[config.mk]
export PLATFORM = sky130hd
export DESIGN_NAME = url_percent_decoder_flat
export DESIGN_NICKNAME = d
export VERILOG_FILES = /design/src/hw/rtl/upd_pkg.sv /design/src/hw/rtl/upd_in_if.sv /design/src/hw/rtl/upd_out_if.sv /design/src/hw/rtl/url_percent_decoder.sv /design/src/hw/rtl/upd_front.sv /design/src/hw/rtl/upd_queue.sv /design/src/hw/rtl/upd_back.sv /design/src/flat_wrapper.sv
export SDC_FILE = /design/constraint.sdc
export NUM_CORES = 1
export LEC_CHECK = 0
export BUFFER_PORTS_ARGS = -buffer_cell sky130_fd_sc_hd__clkbuf_2
export CORE_MARGIN = 2
export CORE_UTILIZATION = 56
export CTS_CLUSTER_SIZE = 20
export DETAILED_ROUTE_END_ITERATION = 8
export PLACE_DENSITY = 0.73
export SYNTH_ARGS = -nofsm -noshare
export SYNTH_HDL_FRONTEND = slang
export SYNTH_HIERARCHICAL = 1
export SYNTH_SLANG_ARGS = --single-unit
[constraint.sdc]
create_clock -name clk -period 3.82 [get_ports clk]
set_input_delay 0.191 -clock clk [delete_from_list [all_inputs] [get_ports clk]]
set_output_delay 0.191 -clock clk [all_outputs]
set_load 0.01 [all_outputs]
[src/hw/rtl/upd_pkg.sv]
// ----------------------------------------------------------------------------
// upd_pkg
// Shared types, constants and helpers for the URL percent decoder.
// ----------------------------------------------------------------------------
package upd_pkg;

	localparam int unsigned MAX_OUT = 3;                // results per request
	localparam int unsigned CNT_W   = $clog2(MAX_OUT + 1);
	localparam int unsigned Q_DEPTH = 4;                // bundle queue entries
	localparam int unsigned Q_AW    = $clog2(Q_DEPTH);
	localparam int unsigned Q_CW    = Q_AW + 1;

	localparam logic [7:0] CHAR_PLUS  = 8'h2B;
	localparam logic [7:0] CHAR_PCT   = 8'h25;
	localparam logic [7:0] CHAR_SPACE = 8'h20;
	localparam logic [7:0] CHAR_0     = 8'h30;
	localparam logic [7:0] CHAR_9     = 8'h39;
	localparam logic [7:0] CHAR_LA    = 8'h61;
	localparam logic [7:0] CHAR_LF    = 8'h66;
	localparam logic [7:0] CHAR_UA    = 8'h41;
	localparam logic [7:0] CHAR_UF    = 8'h46;

	typedef enum logic [1:0] {
		PH_NONE  = 2'd0,
		PH_PCT   = 2'd1,
		PH_DIGIT = 2'd2
	} phase_t;

	typedef struct packed {
		logic       ok;
		logic [3:0] nib;
	} hex_t;

	// Up to three decoded bytes produced by one request.
	typedef struct packed {
		logic [MAX_OUT-1:0][7:0] bytes;
		logic [CNT_W-1:0]        cnt;
		logic                    last;
	} bundle_t;

	typedef struct packed {
		logic    valid;
		bundle_t data;
	} push_t;

	typedef struct packed {
		logic full;
		logic empty;
	} q_status_t;

	function automatic hex_t hex_decode(input logic [7:0] c);
		hex_t r;
		r.ok  = 1'b0;
		r.nib = 4'd0;
		if (c >= CHAR_0 && c <= CHAR_9) begin
			r.ok  = 1'b1;
			r.nib = 4'(c - CHAR_0);
		end else if (c >= CHAR_LA && c <= CHAR_LF) begin
			r.ok  = 1'b1;
			r.nib = 4'(c - CHAR_LA + 8'd10);
		end else if (c >= CHAR_UA && c <= CHAR_UF) begin
			r.ok  = 1'b1;
			r.nib = 4'(c - CHAR_UA + 8'd10);
		end
		return r;
	endfunction

endpackage

[src/hw/rtl/upd_in_if.sv]
// ----------------------------------------------------------------------------
// upd_in_if
// Encoded byte channel: valid/ready handshake with byte and last flag.
// ----------------------------------------------------------------------------
interface upd_in_if;
	logic       valid;
	logic       ready;
	logic [7:0] in_byte;
	logic       in_last;

	modport source (output valid, output in_byte, output in_last, input ready);
	modport sink   (input valid, input in_byte, input in_last, output ready);
endinterface

[src/hw/rtl/upd_out_if.sv]
// ----------------------------------------------------------------------------
// upd_out_if
// Decoded byte channel: valid/ready handshake with byte and last flag.
// ----------------------------------------------------------------------------
interface upd_out_if;
	logic       valid;
	logic       ready;
	logic [7:0] out_byte;
	logic       out_last;

	modport source (output valid, output out_byte, output out_last, input ready);
	modport sink   (input valid, input out_byte, input out_last, output ready);
endinterface

[src/hw/rtl/url_percent_decoder.sv]
// ----------------------------------------------------------------------------
// url_percent_decoder
// Streaming URL percent decoder: '+' to space, %XX to the byte it spells.
// ----------------------------------------------------------------------------
// enc carries encoded bytes (in_byte, in_last); dec carries decoded bytes
// (out_byte, out_last). Both use valid/ready; a request moves on a clock edge
// with valid and ready high.
// A request is taken every cycle while the four-entry bundle queue has room.
// Each request yields zero to three decoded bytes; they pass through the
// bundle queue and the output register to dec, one byte per cycle while
// dec is ready. A '%' and its first hex digit are held until the next byte
// settles the escape; the request flagged in_last flushes anything held
// and its final byte carries out_last.
// While dec is ready, sustained rate is one input byte per cycle; a failed
// escape emits up to three bytes, which the queue absorbs while the output
// drains one per cycle. When dec stalls, the output register holds its byte
// and the queue fills; enc.ready drops only once the queue is full.
// Reset clears the escape state, empties the queue and drops dec.valid.
// ----------------------------------------------------------------------------
module url_percent_decoder (
	input  logic       clk,
	input  logic       arst_n,
	upd_in_if.sink     enc,
	upd_out_if.source  dec
);

	upd_pkg::push_t     push;
	upd_pkg::bundle_t   head;
	upd_pkg::q_status_t status;
	logic               pop;

	upd_front u_front (
		.clk    (clk),
		.arst_n (arst_n),
		.enc    (enc),
		.status (status),
		.push   (push)
	);

	upd_queue u_queue (
		.clk    (clk),
		.arst_n (arst_n),
		.push   (push),
		.pop    (pop),
		.head   (head),
		.status (status)
	);

	upd_back u_back (
		.clk    (clk),
		.arst_n (arst_n),
		.head   (head),
		.status (status),
		.pop    (pop),
		.dec    (dec)
	);

	// an accepted last byte always produces at least one result
	a_last_pushes: assert property (@(posedge clk) disable iff (!arst_n)
		(enc.valid && enc.ready && enc.in_last) |-> push.valid)
		else $error("last request produced no result");

	a_no_push_full: assert property (@(posedge clk) disable iff (!arst_n)
		push.valid |-> !status.full)
		else $error("push into full queue");

	a_no_pop_empty: assert property (@(posedge clk) disable iff (!arst_n)
		pop |-> !status.empty)
		else $error("pop from empty queue");

	a_bundle_cnt: assert property (@(posedge clk) disable iff (!arst_n)
		!status.empty |-> (head.cnt != '0 && head.cnt <= upd_pkg::CNT_W'(upd_pkg::MAX_OUT)))
		else $error("bad bundle count");

endmodule

[src/hw/rtl/upd_front.sv]
// ----------------------------------------------------------------------------
// upd_front
// Accepts encoded bytes, tracks the escape state and builds result bundles.
// ----------------------------------------------------------------------------
module upd_front (
	input  logic                clk,
	input  logic                arst_n,
	upd_in_if.sink              enc,
	input  upd_pkg::q_status_t  status,
	output upd_pkg::push_t      push
);

	upd_pkg::phase_t                               phase_q, phase_n;
	logic [7:0]                                    held_q, held_n;
	upd_pkg::hex_t                                 hx, hh;
	logic [upd_pkg::MAX_OUT-1:0][7:0]              bytes;
	logic [upd_pkg::CNT_W-1:0]                     cnt;
	logic                                          handled;
	logic                                          hold;
	logic                                          acc;

	assign enc.ready = !status.full;
	assign acc       = enc.valid && enc.ready;

	always_comb begin
		hx      = upd_pkg::hex_decode(enc.in_byte);
		hh      = upd_pkg::hex_decode(held_q);
		bytes   = '0;
		cnt     = '0;
		handled = 1'b0;
		hold    = 1'b0;
		phase_n = upd_pkg::PH_NONE;
		held_n  = held_q;
		case (phase_q)
			upd_pkg::PH_PCT: begin
				if (hx.ok && !enc.in_last) begin
					hold    = 1'b1;
					held_n  = enc.in_byte;
					phase_n = upd_pkg::PH_DIGIT;
				end else begin
					bytes[cnt] = upd_pkg::CHAR_PCT;
					cnt        = cnt + 1'b1;
					if (hx.ok) begin
						bytes[cnt] = enc.in_byte;
						cnt        = cnt + 1'b1;
						handled    = 1'b1;
					end
				end
			end
			upd_pkg::PH_DIGIT: begin
				if (hx.ok) begin
					bytes[cnt] = {(hh.ok ? hh.nib : 4'd0), hx.nib};
					cnt        = cnt + 1'b1;
					handled    = 1'b1;
				end else begin
					bytes[cnt] = upd_pkg::CHAR_PCT;
					cnt        = cnt + 1'b1;
					bytes[cnt] = held_q;
					cnt        = cnt + 1'b1;
				end
			end
			default: begin
				phase_n = upd_pkg::PH_NONE;
			end
		endcase
		if (!handled && !hold) begin
			if (enc.in_byte == upd_pkg::CHAR_PLUS) begin
				bytes[cnt] = upd_pkg::CHAR_SPACE;
				cnt        = cnt + 1'b1;
			end else if (enc.in_byte == upd_pkg::CHAR_PCT && !enc.in_last) begin
				phase_n = upd_pkg::PH_PCT;
			end else begin
				bytes[cnt] = enc.in_byte;
				cnt        = cnt + 1'b1;
			end
		end
		if (enc.in_last) begin
			phase_n = upd_pkg::PH_NONE;
		end
	end

	assign push.valid      = acc && (cnt != '0);
	assign push.data.bytes = bytes;
	assign push.data.cnt   = cnt;
	assign push.data.last  = enc.in_last;

	always_ff @(posedge clk or negedge arst_n) begin
		if (!arst_n) begin
			phase_q <= upd_pkg::PH_NONE;
			held_q  <= 8'd0;
		end else if (acc) begin
			phase_q <= phase_n;
			held_q  <= held_n;
		end
	end

endmodule

[src/hw/rtl/upd_queue.sv]
// ----------------------------------------------------------------------------
// upd_queue
// Small FIFO of result bundles between the front and back parts.
// ----------------------------------------------------------------------------
module upd_queue (
	input  logic               clk,
	input  logic               arst_n,
	input  upd_pkg::push_t     push,
	input  logic               pop,
	output upd_pkg::bundle_t   head,
	output upd_pkg::q_status_t status
);

	upd_pkg::bundle_t            mem_q [upd_pkg::Q_DEPTH];
	logic [upd_pkg::Q_AW-1:0]    wr_q;
	logic [upd_pkg::Q_AW-1:0]    rd_q;
	logic [upd_pkg::Q_CW-1:0]    count_q;
	logic                        do_push;
	logic                        do_pop;

	assign status.full  = (count_q == upd_pkg::Q_CW'(upd_pkg::Q_DEPTH));
	assign status.empty = (count_q == '0);
	assign do_push      = push.valid && !status.full;
	assign do_pop       = pop && !status.empty;
	assign head         = mem_q[rd_q];

	always_ff @(posedge clk) begin
		if (do_push) begin
			mem_q[wr_q] <= push.data;
		end
	end

	always_ff @(posedge clk or negedge arst_n) begin
		if (!arst_n) begin
			wr_q    <= '0;
			rd_q    <= '0;
			count_q <= '0;
		end else begin
			if (do_push) begin
				wr_q <= wr_q + 1'b1;
			end
			if (do_pop) begin
				rd_q <= rd_q + 1'b1;
			end
			case ({do_push, do_pop})
				2'b10:   count_q <= count_q + 1'b1;
				2'b01:   count_q <= count_q - 1'b1;
				default: count_q <= count_q;
			endcase
		end
	end

endmodule

[src/hw/rtl/upd_back.sv]
// ----------------------------------------------------------------------------
// upd_back
// Unpacks queued bundles into single decoded bytes behind an output register.
// ----------------------------------------------------------------------------
module upd_back (
	input  logic               clk,
	input  logic               arst_n,
	input  upd_pkg::bundle_t   head,
	input  upd_pkg::q_status_t status,
	output logic               pop,
	upd_out_if.source          dec
);

	logic [upd_pkg::CNT_W-1:0] idx_q;
	logic                      vld_q;
	logic [7:0]                byte_q;
	logic                      last_q;
	logic                      load;
	logic                      at_end;
	logic [7:0]                cur;

	assign load   = !status.empty && (!vld_q || dec.ready);
	assign at_end = (idx_q == head.cnt - 1'b1);
	assign pop    = load && at_end;

	always_comb begin
		case (idx_q)
			2'd0:    cur = head.bytes[0];
			2'd1:    cur = head.bytes[1];
			default: cur = head.bytes[2];
		endcase
	end

	assign dec.valid    = vld_q;
	assign dec.out_byte = byte_q;
	assign dec.out_last = last_q;

	always_ff @(posedge clk) begin
		if (load) begin
			byte_q <= cur;
			last_q <= head.last && at_end;
		end
	end

	always_ff @(posedge clk or negedge arst_n) begin
		if (!arst_n) begin
			vld_q <= 1'b0;
			idx_q <= '0;
		end else if (load) begin
			vld_q <= 1'b1;
			idx_q <= at_end ? '0 : idx_q + 1'b1;
		end else if (dec.ready) begin
			vld_q <= 1'b0;
		end
	end

endmodule
[src/flat_wrapper.sv]
// flat-port wrapper written by rule: the top's interface ports become plain ports
module url_percent_decoder_flat 
  (clk, arst_n, enc_valid, enc_in_byte, enc_in_last, enc_ready, dec_valid, dec_out_byte, dec_out_last, dec_ready);
  upd_in_if enc_i ();
  upd_out_if dec_i ();
  input  logic clk;
  input  logic arst_n;
  input wire logic [$bits(enc_i.valid)-1:0] enc_valid;
  input wire logic [$bits(enc_i.in_byte)-1:0] enc_in_byte;
  input wire logic [$bits(enc_i.in_last)-1:0] enc_in_last;
  output wire logic [$bits(enc_i.ready)-1:0] enc_ready;
  output wire logic [$bits(dec_i.valid)-1:0] dec_valid;
  output wire logic [$bits(dec_i.out_byte)-1:0] dec_out_byte;
  output wire logic [$bits(dec_i.out_last)-1:0] dec_out_last;
  input wire logic [$bits(dec_i.ready)-1:0] dec_ready;
  assign enc_i.valid = enc_valid;
  assign enc_i.in_byte = enc_in_byte;
  assign enc_i.in_last = enc_in_last;
  assign enc_ready = enc_i.ready;
  assign dec_valid = dec_i.valid;
  assign dec_out_byte = dec_i.out_byte;
  assign dec_out_last = dec_i.out_last;
  assign dec_i.ready = dec_ready;
  url_percent_decoder u_core (.clk(clk), .arst_n(arst_n), .enc(enc_i), .dec(dec_i));
endmodule
# [After elaboration in Yosys (flattened, before gate mapping)]
# Memory sizes are Yosys's and may differ from the RTL's.
# Index checks and enable logic that the tools add are counted.
[word_totals] reg_bits=29 ram_bits=108 input_bits=13 out_inout_bits=11 word_cells=126 memories=1
[mem_list] name="u_core.u_queue.mem_q" words=4 width=27 read_ports=1 rd_ports_with_merged_regs=0 write_ports=1 line_no="upd_queue.sv:14" text="upd_pkg::bundle_t mem_q [upd_pkg::Q_DEPTH];"
[classes] add_sub_neg=17 n_lt_le_gt_ge=14 eq_ne=9 n_mux=43 n_bitwise=3 reduce_logical=30
[op_table] op="$mux 24" n=3
[op_table] op="$ge 8x7->1 const B" n=4
[op_table] op="$le 8x7->1 const B" n=4
[op_table] op="$mux 8" n=4
[op_table] op="$pmux 16 s2" n=1
[op_table] op="$mux 5" n=6
[op_table] op="$mux 2" n=13
[op_table] op="$bwmux 24" n=1
[op_table] op="$sub 4x1->4 const B" n=6
[op_table] op="$and 14x21->21" n=1
[op_table] op="$not 21->21" n=1
[op_table] op="$logic_and 1x1->1" n=17
[op_table] op="$add 4x4->4 const B" n=4
[op_table] op="$demux 8 s2" n=1
[op_table] op="$eq 8x6->1 const B" n=2
[op_table] op="$ge 8x6->1 const B" n=2
[op_table] op="$le 8x6->1 const B" n=2
[op_table] op="$mux 16" n=1
[op_table] op="$pmux 8 s2" n=1
[op_table] op="$add 2x1->2 const B" n=4
[op_table] op="$mux 1" n=8
[op_table] op="$eq 2x1->1 const B" n=3
[op_table] op="$logic_not 1->1" n=6
[op_table] op="$pmux 3 s2" n=1
[op_table] op="other kinds (17)" n=20

# [Logic depth before layout (Yosys ltp)]
# Gate-level depths: netlist (run 1).
[logic_depth] ltp_word=17 ltp_mapped=18 mapped_depth_nobuf=18

# [Cells and area by module]
# Netlist (run 1), hierarchy kept.
[modules_own_cells] module="upd_queue" n_inst=1 cells_each=178 area_each_um2=4330.4 seq_area_each_um2=3418.3
[modules_own_cells] module="upd_front" n_inst=1 cells_each=152 area_each_um2=1288.7 seq_area_each_um2=250.2
[modules_own_cells] module="upd_back" n_inst=1 cells_each=63 area_each_um2=641.9 seq_area_each_um2=345.3

# [Worst setup path before layout (run 1)]
# Ideal clock, no wire load.
[synth_timing] path_type="input port to flip-flop" startpoint="input enc_in_byte[7]" endpoint="register u_core/u_queue/count_q[2] in the netlist's numbering" setup_ps=79 arrival_ps=3425 required_time_ps=3741 slack_ps=316 stages=16 n_path_buf=0 cell_sequence="or4b_4 > or3_1 > nand2_1 > nand2_1 > a21boi_0 > ha_1 > a311oi_1 > a31oi_1 > nor2b_2 > inv_1 > ha_1 > inv_1 > fa_1 > xor2_1 > nor2_1 > xor2_1"
[synth_rtl] item="from (decl)" line_no="flat_wrapper.sv:9" text="input wire logic [$bits(enc_i.in_byte)-1:0] enc_in_byte;"
[synth_rtl] item="to (signal assigned)" line_no="upd_queue.sv:46" text="2'b10: count_q <= count_q + 1'b1;"
[synth_rtl] item="to (signal assigned)" line_no="upd_queue.sv:47" text="2'b01: count_q <= count_q - 1'b1;"
[synth_rtl] item="to (signal assigned)" line_no="upd_queue.sv:48" text="default: count_q <= count_q;"
[synth_rtl] item="to (decl)" line_no="upd_queue.sv:17" text="logic [upd_pkg::Q_CW-1:0] count_q;"

==> results of run 1 <==
==> logic make-up after synthesis <==
group / share of synthesized area
AOI/OAI and AO/OA: 0.0779
xor gates and xnor gates: 0.0140
adders and majority gates: 0.0392
buffers and inverters: 0.0260
DFF: 0.641
muxes: 0.120
and+or+nand+nor: 0.0823
==> area by class of cell <==
| cell class | count | area, sq um |
|---|---|---|
| Sequential cell | 137 | 4020 |
| Tap cell | 140 | 175 |
| Multi-Input combinational cell | 224 | 2080 |
| Fill cell | 738 | 3690 |
| Inverter | 20 | 75.1 |
| Clock buffer | 17 | 414 |
| Clock inverter | 14 | 131 |
| Timing Repair Buffer | 46 | 298 |
==> sequential cells by signal (all words and copies together), names as in the netlist <==
signal / count
u_core/u_queue/rd_q: 2
u_core/u_queue/mem_q: 108
u_core/u_front/phase_q: 2
u_core/u_back/dec.out_last: 1
u_core/u_queue/count_q: 3
u_core/u_back/dec.valid: 1
u_core/u_back/idx_q: 2
u_core/u_front/held_q: 8
u_core/u_queue/wr_q: 2
u_core/u_back/dec.out_byte: 8
==> layer usage <==
layer / wire, um / GRT usage / share of wire
met1: 5060 / 0.303 / 0.41
met2: 6110 / 0.367 / 0.50
met3: 843 / 0.0510 / 0.068
met4: 314 / 0.0886 / 0.025
met5: 0 / 0 / 0
==> placed cells by master (no fill, tap or decap), drive strengths merged, types with 5 or more instances in the layout <==
| cell type | instances |
|---|---|
| a22o | 10 |
| nand2b | 5 |
| nand2 | 35 |
| mux4 | 27 |
| mux2 | 6 |
| mux2i | 5 |
| clkinv | 7 |
| a22oi | 8 |
| and2 | 8 |
| o21ai | 8 |
| xnor2 | 7 |
| inv | 22 |
| buf | 19 |
| and3 | 6 |
| clkbuf | 40 |
| a21oi | 7 |
| dfrtp | 20 |
| edfxtp | 117 |
| nor2b | 7 |
| ha | 18 |
| nor2 | 10 |
==> final timing paths <==
path                                                 from                         to  slack [ns]  cells past startpoint
worst max-delay path            u_core/u_front/phase_q[0]  u_core/u_queue/count_q[2]        0.40                     17
worst min-delay path                       enc_in_byte[4]   u_core/u_front/held_q[4]        0.02                      2
worst max register to register  u_core/u_front/phase_q[0]  u_core/u_queue/count_q[2]        0.40                     17
worst min register to register  u_core/u_front/phase_q[1]  u_core/u_front/phase_q[1]        0.51                      2
max in group asynchronous                          arst_n     u_core/u_queue/rd_q[0]        3.25                      2
min in group asynchronous                          arst_n     u_core/u_queue/wr_q[0]        0.17                      2
==> worst max-delay path: stages (launching register included) <==
cell and delay [ns]:
dfrtp_1 0.36, inv_1 0.05, ha_1 0.35, nor2b_1 0.18, nand2_1 0.11, a21oi_1 0.18
a21oi_1 0.10, ha_1 0.29, a311oi_1 0.31, a31oi_1 0.14, nor2b_2 0.17, inv_1 0.06
ha_1 0.17, inv_1 0.06, fa_1 0.37, xor2_1 0.15, nor2_1 0.11, xor2_1 0.17
==> timing repair <==
| item | 4_1_cts | 5_1_grt |
|---|---|---|
| setup buffers | 0 | 0 |
| hold endpoints to repair | 26 | 0 |
| hold buffers | 4 | 0 |
| resized for setup | 0 | 0 |
==> power breakdown <==
part,switching [mW],internal (mW)
Sequential,0.104,2.00
Clock,0.603,0.915
Combinational,0.721,0.580
==> through the flow <==
step | cells | utilization | setup TNS (ns)
after floorplan | 393 | - | 0
after global placement | 563 | 0.607 | 0
after detailed placement | 563 | 0.607 | -0.0299
after CTS | 598 | 0.661 | 0
after global routing | 598 | 0.661 | 0
final | 598 | 0.661 | 0
==> results.sh, run 1 <==
export IMPL_grt_pass1_wl_um=19500
export IMPL_wl_per_cell_um=20.6
export IMPL_grt_setup_unrepaired="no"
export IMPL_arrival_ns=3.87
export IMPL_crit_path_end_kind="flop"
export IMPL_num_rows=38
export IMPL_start_kind="flop"
export IMPL_drt_antenna_violating_nets=0
export IMPL_fin_worst_skew_ns=0.00820
export IMPL_hold_ws_ns=0.0231
export IMPL_yosysWarnings=6
export IMPL_irDropWorstVdd_uv=425
export IMPL_dpl_worst_slack_ns=-0.0299
export IMPL_clk_latency_ns=0.53
export IMPL_drc=0
export IMPL_n_antenna_cell=0
export IMPL_critPathKind="flop to flop"
export IMPL_setup_violations=0
export IMPL_die_w_um=110
export IMPL_antenna_found_initial=0
export IMPL_yosys_top_cells_area="edfxtp_1 (56%), mux4_2 (9.4%), dfrtp_1 (8.0%), ha_1 (3.6%), nand2_1 (2.1%)"
export IMPL_ys_flop_type="edfxtp_1"
export IMPL_yosysMostFrequentCell="edfxtp_1"
export IMPL_ctsRootBufferMaster="clkbuf_8"
export IMPL_worstPathRequired_ns=4.27
export IMPL_grt_pass1_vias=3636
export IMPL_ios=24
export IMPL_synth_fp_nets=425
export IMPL_layout_setup_ws_ns=0.399
export IMPL_fmax_ghz=0.292
export IMPL_yosys_cell_types_count=66
export IMPL_htreeDepth=4
export IMPL_async_flop_share=0.146
export IMPL_drive_above_1_share=0.253
export IMPL_final_area_sq_mm=0.00719
export IMPL_fin_total_pwr_mw=4.92
export IMPL_dr_total_vias=3647
export IMPL_area_delta_synth_final_pct=14.9
export IMPL_leakagePower_nw=2.73
export IMPL_tightest_slew_ns=0.598
export IMPL_clk_pin_slew_ns=0.06
export IMPL_num_nets_final=478
export IMPL_synth_cells=393
export IMPL_first_pass_iters=5
export IMPL_synth_edf_count=117
export IMPL_grt_max_degree=28
export IMPL_ys_ff_latch=137
export IMPL_cp_max_fo=6
export IMPL_grt_overflow=0
export IMPL_cts_tree="done"
export IMPL_numCtsBuffers=17
export IMPL_finalHoldViolations=0
export IMPL_synth_top_area_frac=0.561
export IMPL_status="finished, final reports clean"
export IMPL_timing_final_crit_share=0.896
export IMPL_synth_area_leader_cell="edfxtp_1"
export IMPL_dieArea_sq_mm=0.0120
export IMPL_yosysSeqAreaShare=0.641
export IMPL_place_gp_congestion=0.924
export IMPL_drv_slew=0
export IMPL_period_needed_ns=3.42
export IMPL_syn_avg_cell_area_sq_um=15.9
export IMPL_grt_use_total=0.227
export IMPL_hpwl_um=7970
export IMPL_vias_per_cell=6.10
export IMPL_maxCapViolCount=0
export IMPL_die_y_um=110
export IMPL_core_region_area_sq_mm=0.0109
export IMPL_place_area_sq_mm=0.00661
export IMPL_hold_class="primary input to flop"
export IMPL_power_density_mw_per_mm2=684
export IMPL_routed_wl_um=12300
export IMPL_drt_iter0_markers=307
export IMPL_portBuffers=23
export IMPL_ys_top_cells_by_count="edfxtp_1 (117), nand2_1 (35), mux4_2 (26), dfrtp_1 (20), inv_1 (19)"
export IMPL_synth_area_sq_mm=0.00626
export IMPL_clockBufferDepth=2
export IMPL_clock_sinks=137
export IMPL_relSlewSlack=0.600
export IMPL_start_util=0.575
Power figures use the tool's default switching activity.
==> inputs of run 2 (changes only) <==
--- a/config.mk
+++ b/config.mk
@@ -10,7 +10,7 @@
 export CORE_UTILIZATION = 56
 export CTS_CLUSTER_SIZE = 20
 export DETAILED_ROUTE_END_ITERATION = 8
-export PLACE_DENSITY = 0.73
+export PLACE_DENSITY = 0.77
 export SYNTH_ARGS = -nofsm -noshare
 export SYNTH_HDL_FRONTEND = slang
 export SYNTH_HIERARCHICAL = 1
==> constraint.sdc (replaced) <==
create_clock -name clk -period 2.8 [get_ports clk]
set_input_delay 0.14 -clock clk [delete_from_list [all_inputs] [get_ports clk]]
set_output_delay 0.14 -clock clk [all_outputs]
set_load 0.01 [all_outputs]
==> results.sh, run 2 (synthesis results as in run 1) <==
export IMPL_leakagePower_nw=3.01
export IMPL_routed_wl_um=14900
export IMPL_antenna_found_initial=0
export IMPL_clock_sinks=137
export IMPL_clk_latency_ns=0.52
export IMPL_finalHoldViolations=0
export IMPL_status="finished, violations left"
export IMPL_clock_power_share=0.273
export IMPL_vias_per_cell=6.18
export IMPL_num_rows=38
export IMPL_fin_worst_skew_ns=0.00767
export IMPL_grt_setup_unrepaired="yes"
export IMPL_fill_cells=646
export IMPL_dr_total_vias=4004
export IMPL_crit_path_end_kind="flop"
export IMPL_irDropWorstVdd_uv=433
export IMPL_grt_use_total=0.243
export IMPL_num_nets_final=528
export IMPL_hold_ws_ns=0.0102
export IMPL_area_delta_synth_final_pct=24.9
export IMPL_clockBufferDepth=2
export IMPL_start_util=0.575
export IMPL_power_density_mw_per_mm2=893
export IMPL_power_switching_mw=2.15
export IMPL_drive_above_1_share=0.368
export IMPL_timing_final_crit_share=1.11
export IMPL_fmax_ghz=0.322
export IMPL_finalSetupTns_ns=-0.562
export IMPL_drt_iter0_markers=396
export IMPL_period_needed_ns=3.11
export IMPL_clk_pin_slew_ns=0.06
export IMPL_drv_slew=0
export IMPL_die_y_um=110
export IMPL_final_area_sq_mm=0.00782
export IMPL_hpwl_um=8450
export IMPL_place_gp_congestion=0.912
export IMPL_grt_pass1_vias=3888
export IMPL_hold_class="primary input to flop"
export IMPL_core_region_area_sq_mm=0.0109
export IMPL_fin_util=0.718
export IMPL_maxCapViolCount=0
export IMPL_hp_start="enc_in_byte[1]"
export IMPL_grt_overflow=0
export IMPL_n_antenna_cell=0
export IMPL_die_w_um=110
export IMPL_fin_total_pwr_mw=6.99
export IMPL_worstPathRequired_ns=3.24
export IMPL_tightest_slew_ns=0.643
export IMPL_relSlewSlack=0.566
export IMPL_layout_setup_ws_ns=-0.307
export IMPL_place_area_sq_mm=0.00695
export IMPL_ctsRootBufferMaster="clkbuf_8"
export IMPL_wl_per_cell_um=22.9
export IMPL_cp_max_fo=3
export IMPL_cts_tree="done"
export IMPL_multi_input_area_sq_mm=0.00220
export IMPL_seq_area_sq_mm=0.00402
export IMPL_final_cell_mix="edfxtp_1 (117), buf_4 (54), nand2_1 (32)"
export IMPL_largest_reg_flops=108
export IMPL_drc=0
export IMPL_r2r_start="u_core/u_front/phase_q[1]"
export IMPL_top_register="u_core/u_queue/mem_q"
export IMPL_grt_max_degree=28
export IMPL_drt_antenna_violating_nets=0
export IMPL_power_internal_mw=4.84
export IMPL_cp_startpoint="u_core/u_front/phase_q[1]"
export IMPL_grt_pass1_wl_um=21000
export IMPL_dieArea_sq_mm=0.0120
export IMPL_p_sw_frac=0.307
export IMPL_violations="setup timing"
export IMPL_numCtsBuffers=17
export IMPL_seqPwrFrac=0.414
export IMPL_arrival_ns=3.55
export IMPL_setup_violations=18
export IMPL_start_kind="flop"
export IMPL_critPathKind="flop to flop"
export IMPL_power_frac_comb=0.313
export IMPL_ios=24
export IMPL_htreeDepth=4
export IMPL_final_common_cell="edfxtp_1"
export IMPL_portBuffers=23
export IMPL_first_pass_iters=5
## run 2: cell count changes in the layout (fill, tap and decap cells not counted), moves of 3 or more
cell and delta:
buf_4 +35, clkbuf_16 +6, and2_1 -4, and2_4 +4
buf_12 +4, buf_6 +3, clkinvlp_4 +3, ha_1 -3
inv_1 -3, inv_2 +3, nand2_1 -3, nor2b_4 +3
## run 2: layout make-up
type,count,area share
multi-input cells,224,0.282
repair buffers,96,0.109
inverters,20,0.00960
flip-flops and latches,137,0.513
well taps,140,0.0224
clock inverters,12,0.0102
clock buffers,19,0.0539
## run 2: path summary, 6_finish.rpt
path / slack [ns] / depth (start not counted) / to
worst max-delay path: -0.31 / 17 / u_core/u_queue/count_q[2]
worst min-delay path: 0.01 / 4 / u_core/u_front/held_q[1]
worst max register to register: -0.31 / 17 / u_core/u_queue/count_q[2]
worst min register to register: 0.54 / 1 / u_core/u_front/held_q[7]
max in group asynchronous: 2.28 / 2 / u_core/u_queue/rd_q[0]
min in group asynchronous: 0.13 / 2 / u_core/u_back/idx_q[1]
## run 2: power by group through the flow
stage / sequential (mW) / combinational (mW) / clock (mW)
floorplan: 2.90 / 1.32 / 0
global placement: 2.88 / 1.82 / 0
detailed placement: 2.91 / 1.89 / 0
CTS: 2.88 / 1.94 / 1.91
global route: 2.92 / 2.35 / 2.02
finish: 2.89 / 2.19 / 1.91
## run 2: critical path, stage by stage, from the launching register on
cell	delay, ns
dfrtp_1	0.42
inv_1	0.08
ha_2	0.18
nor2b_4	0.15
nand2_2	0.08
a21oi_4	0.14
a21oi_2	0.06
ha_1	0.30
a311oi_2	0.30
a31oi_1	0.14
nor2b_4	0.16
inv_2	0.08
ha_4	0.14
inv_2	0.04
fa_2	0.33
xor2_1	0.15
nor2_1	0.13
xor2_1	0.17
## run 2: repair_timing
action / CTS / global route
resized for setup: 11 / 6
endpoints found under the hold margin: 28 / 0
gates cloned: 0 / 10
hold buffers: 5 / 0
endpoints found under the setup margin: 110 / 118
pin swaps: 7 / 7
buffers inserted: 4 / 5
## run 2: metrics by stage
stage / setup WS [ns] / instances
6_report: -0.307 / 648
4_1_cts: -0.171 / 634
2_1_floorplan: -0.454 / 393
5_1_grt: -0.414 / 648
3_3_place_gp: -0.538 / 594
3_5_place_dp: -0.606 / 594
## run 2: metal layers
layer | track usage | wire length [um] | part of all wire
met2 | 0.399 | 7430 | 0.50
met4 | 0.0922 | 399 | 0.027
met1 | 0.319 | 5940 | 0.40
met3 | 0.0551 | 1100 | 0.074
met5 | 0 | 0 | 0
==> inputs of run 3 (changes only) <==
--- a/config.mk
+++ b/config.mk
@@ -11,6 +11,7 @@
 export CTS_CLUSTER_SIZE = 20
 export DETAILED_ROUTE_END_ITERATION = 8
 export PLACE_DENSITY = 0.77
+export REMOVE_ABC_BUFFERS = 1
 export SYNTH_ARGS = -nofsm -noshare
 export SYNTH_HDL_FRONTEND = slang
 export SYNTH_HIERARCHICAL = 1
==> results.sh, run 3 (synthesis results as in run 1) <==
export IMPL_status="finished, violations left"
export IMPL_violations="setup timing"
export IMPL_clock_sinks=137
export IMPL_fin_util=0.737
export IMPL_grt_overflow=0
export IMPL_drive_above_1_share=0.395
export IMPL_drv_slew=0
export IMPL_hold_class="primary input to flop"
export IMPL_finalSetupTns_ns=-0.305
export IMPL_ctsRootBufferMaster="clkbuf_8"
export IMPL_die_y_um=110
export IMPL_tightest_slew_ns=0.615
export IMPL_clk_pin_slew_ns=0.06
export IMPL_critPathKind="flop to flop"
export IMPL_grt_pass1_wl_um=21400
export IMPL_cts_tree="done"
export IMPL_crit_path_end_kind="flop"
export IMPL_die_w_um=110
export IMPL_final_area_sq_mm=0.00803
export IMPL_dieArea_sq_mm=0.0120
export IMPL_wl_per_cell_um=22.9
export IMPL_vias_per_cell=6.12
export IMPL_dr_total_vias=4045
export IMPL_crit_slowest_cell="dfrtp_1"
export IMPL_hp_start="enc_in_byte[1]"
export IMPL_num_rows=38
export IMPL_drt_antenna_violating_nets=0
export IMPL_htreeDepth=4
export IMPL_grt_max_degree=28
export IMPL_first_pass_iters=5
export IMPL_n_antenna_cell=0
export IMPL_cp_startpoint="u_core/u_front/phase_q[0]"
export IMPL_drc=0
export IMPL_period_needed_ns=3.01
export IMPL_ios=24
export IMPL_fin_worst_skew_ns=0.00928
export IMPL_fmax_ghz=0.333
export IMPL_largest_reg_flops=108
export IMPL_finalHoldViolations=0
export IMPL_irDropWorstVdd_uv=544
export IMPL_setup_violations=2
export IMPL_arrival_ns=3.41
export IMPL_max_stage_delay_ns=0.39
export IMPL_place_area_sq_mm=0.00692
export IMPL_place_gp_congestion=0.899
export IMPL_routed_wl_um=15200
export IMPL_grt_setup_unrepaired="yes"
export IMPL_relSlewSlack=0.588
export IMPL_worstPathRequired_ns=3.21
export IMPL_fin_total_pwr_mw=7.22
export IMPL_hpwl_um=8440
export IMPL_core_region_area_sq_mm=0.0109
export IMPL_portBuffers=23
export IMPL_cp_cell_sequence="buf_4, ha_2, nor2b_4, buf_4, a21boi_2, ha_1, a311oi_2, a31oi_1, nor2b_2, inv_1, ha_2, inv_2, fa_2, xor2_1, nor2_1, xor2_1"
export IMPL_clk_latency_ns=0.52
export IMPL_final_cell_mix="edfxtp_1 (117), buf_4 (58), nand2_1 (34)"
export IMPL_numCtsBuffers=17
export IMPL_final_common_cell="edfxtp_1"
export IMPL_area_delta_synth_final_pct=28.2
export IMPL_leakagePower_nw=3.15
export IMPL_antenna_found_initial=0
export IMPL_grt_pass1_vias=3981
export IMPL_start_util=0.575
export IMPL_drt_iter0_markers=333
export IMPL_power_density_mw_per_mm2=899
export IMPL_top_register="u_core/u_queue/mem_q"
export IMPL_grt_use_total=0.247
export IMPL_r2r_start="u_core/u_front/phase_q[0]"
export IMPL_cp_max_fo=2
export IMPL_timing_final_crit_share=1.07
export IMPL_start_kind="flop"
export IMPL_layout_setup_ws_ns=-0.207
export IMPL_clockBufferDepth=2
export IMPL_num_nets_final=540
export IMPL_maxCapViolCount=0
## run 3: cell types whose count changed in the layout (fill, tap and decap cells not counted), moves of 4 or more
| cell | change |
|---|---|
| a22o_1 | -6 |
| buf_6 | +8 |
| clkinvlp_4 | -4 |
| a22o_4 | +5 |
| buf_4 | +4 |
## run 3: power breakdown
part | switching (mW) | total, mW | internal, mW
clock | 0.854 | 2.22 | 1.36
sequential | 0.182 | 2.90 | 2.72
combinational | 1.10 | 2.10 | 0.996
total | 2.14 | 7.22 | 5.08
## run 3: path summary, 6_finish.rpt
path	to	slack [ns]	depth (start not counted)
worst max-delay path	u_core/u_queue/count_q[2]	-0.21	16
worst min-delay path	u_core/u_front/held_q[1]	0.01	4
worst max register to register	u_core/u_queue/count_q[2]	-0.21	16
worst min register to register	u_core/u_queue/count_q[2]	0.53	1
max in group asynchronous	u_core/u_queue/rd_q[0]	2.26	2
min in group asynchronous	u_core/u_back/idx_q[1]	0.14	2
## run 3: cell type report
cell class	instances	area, sq um
sequential	137	4020
fill	637	2860
multi-input combinational	224	2230
timing repair buffer	108	935
clock buffer	18	418
tap	140	175
clock inverter	14	173
inverter	20	77.6
## run 3: critical path: cells and delay by family, from the launching register on
kind	cells	cell delay, ns
adder cells (fa/ha/maj)	4	0.93
AO/OA/AOI/OAI	3	0.56
AND/OR/NAND/NOR	3	0.37
XOR/XNOR	2	0.29
buffers and inverters	4	0.37
flip-flops	1	0.39
## run 3: metrics by stage
stage / setup WS, ns / std cells / hold WS, ns
after detailed placement: -0.827 / 598 / 0.149
after global placement: -0.712 / 598 / 0.140
after CTS: -0.280 / 653 / 0.00214
after global routing: -0.394 / 661 / 0.0318
after floorplan: -0.862 / 381 / -0.156
final: -0.207 / 661 / 0.0121
## run 3: layer usage
layer	wire length [um]	track usage	part of all wire	up-vias
li1	-	-	-	1766
met5	0	0	0	-
met4	308	0.0678	0.020	0
met2	7600	0.399	0.50	218
met3	1290	0.0616	0.085	31
met1	5960	0.336	0.39	2030
## run 3: timing repair
action                                 CTS  global route
setup endpoints to repair              111           160
hold buffers                             8             0
gates resized for setup                 30            20
pin swaps                                8            10
setup buffers                           15             4
gates cloned                             0             8
endpoints found under the hold margin   31             0
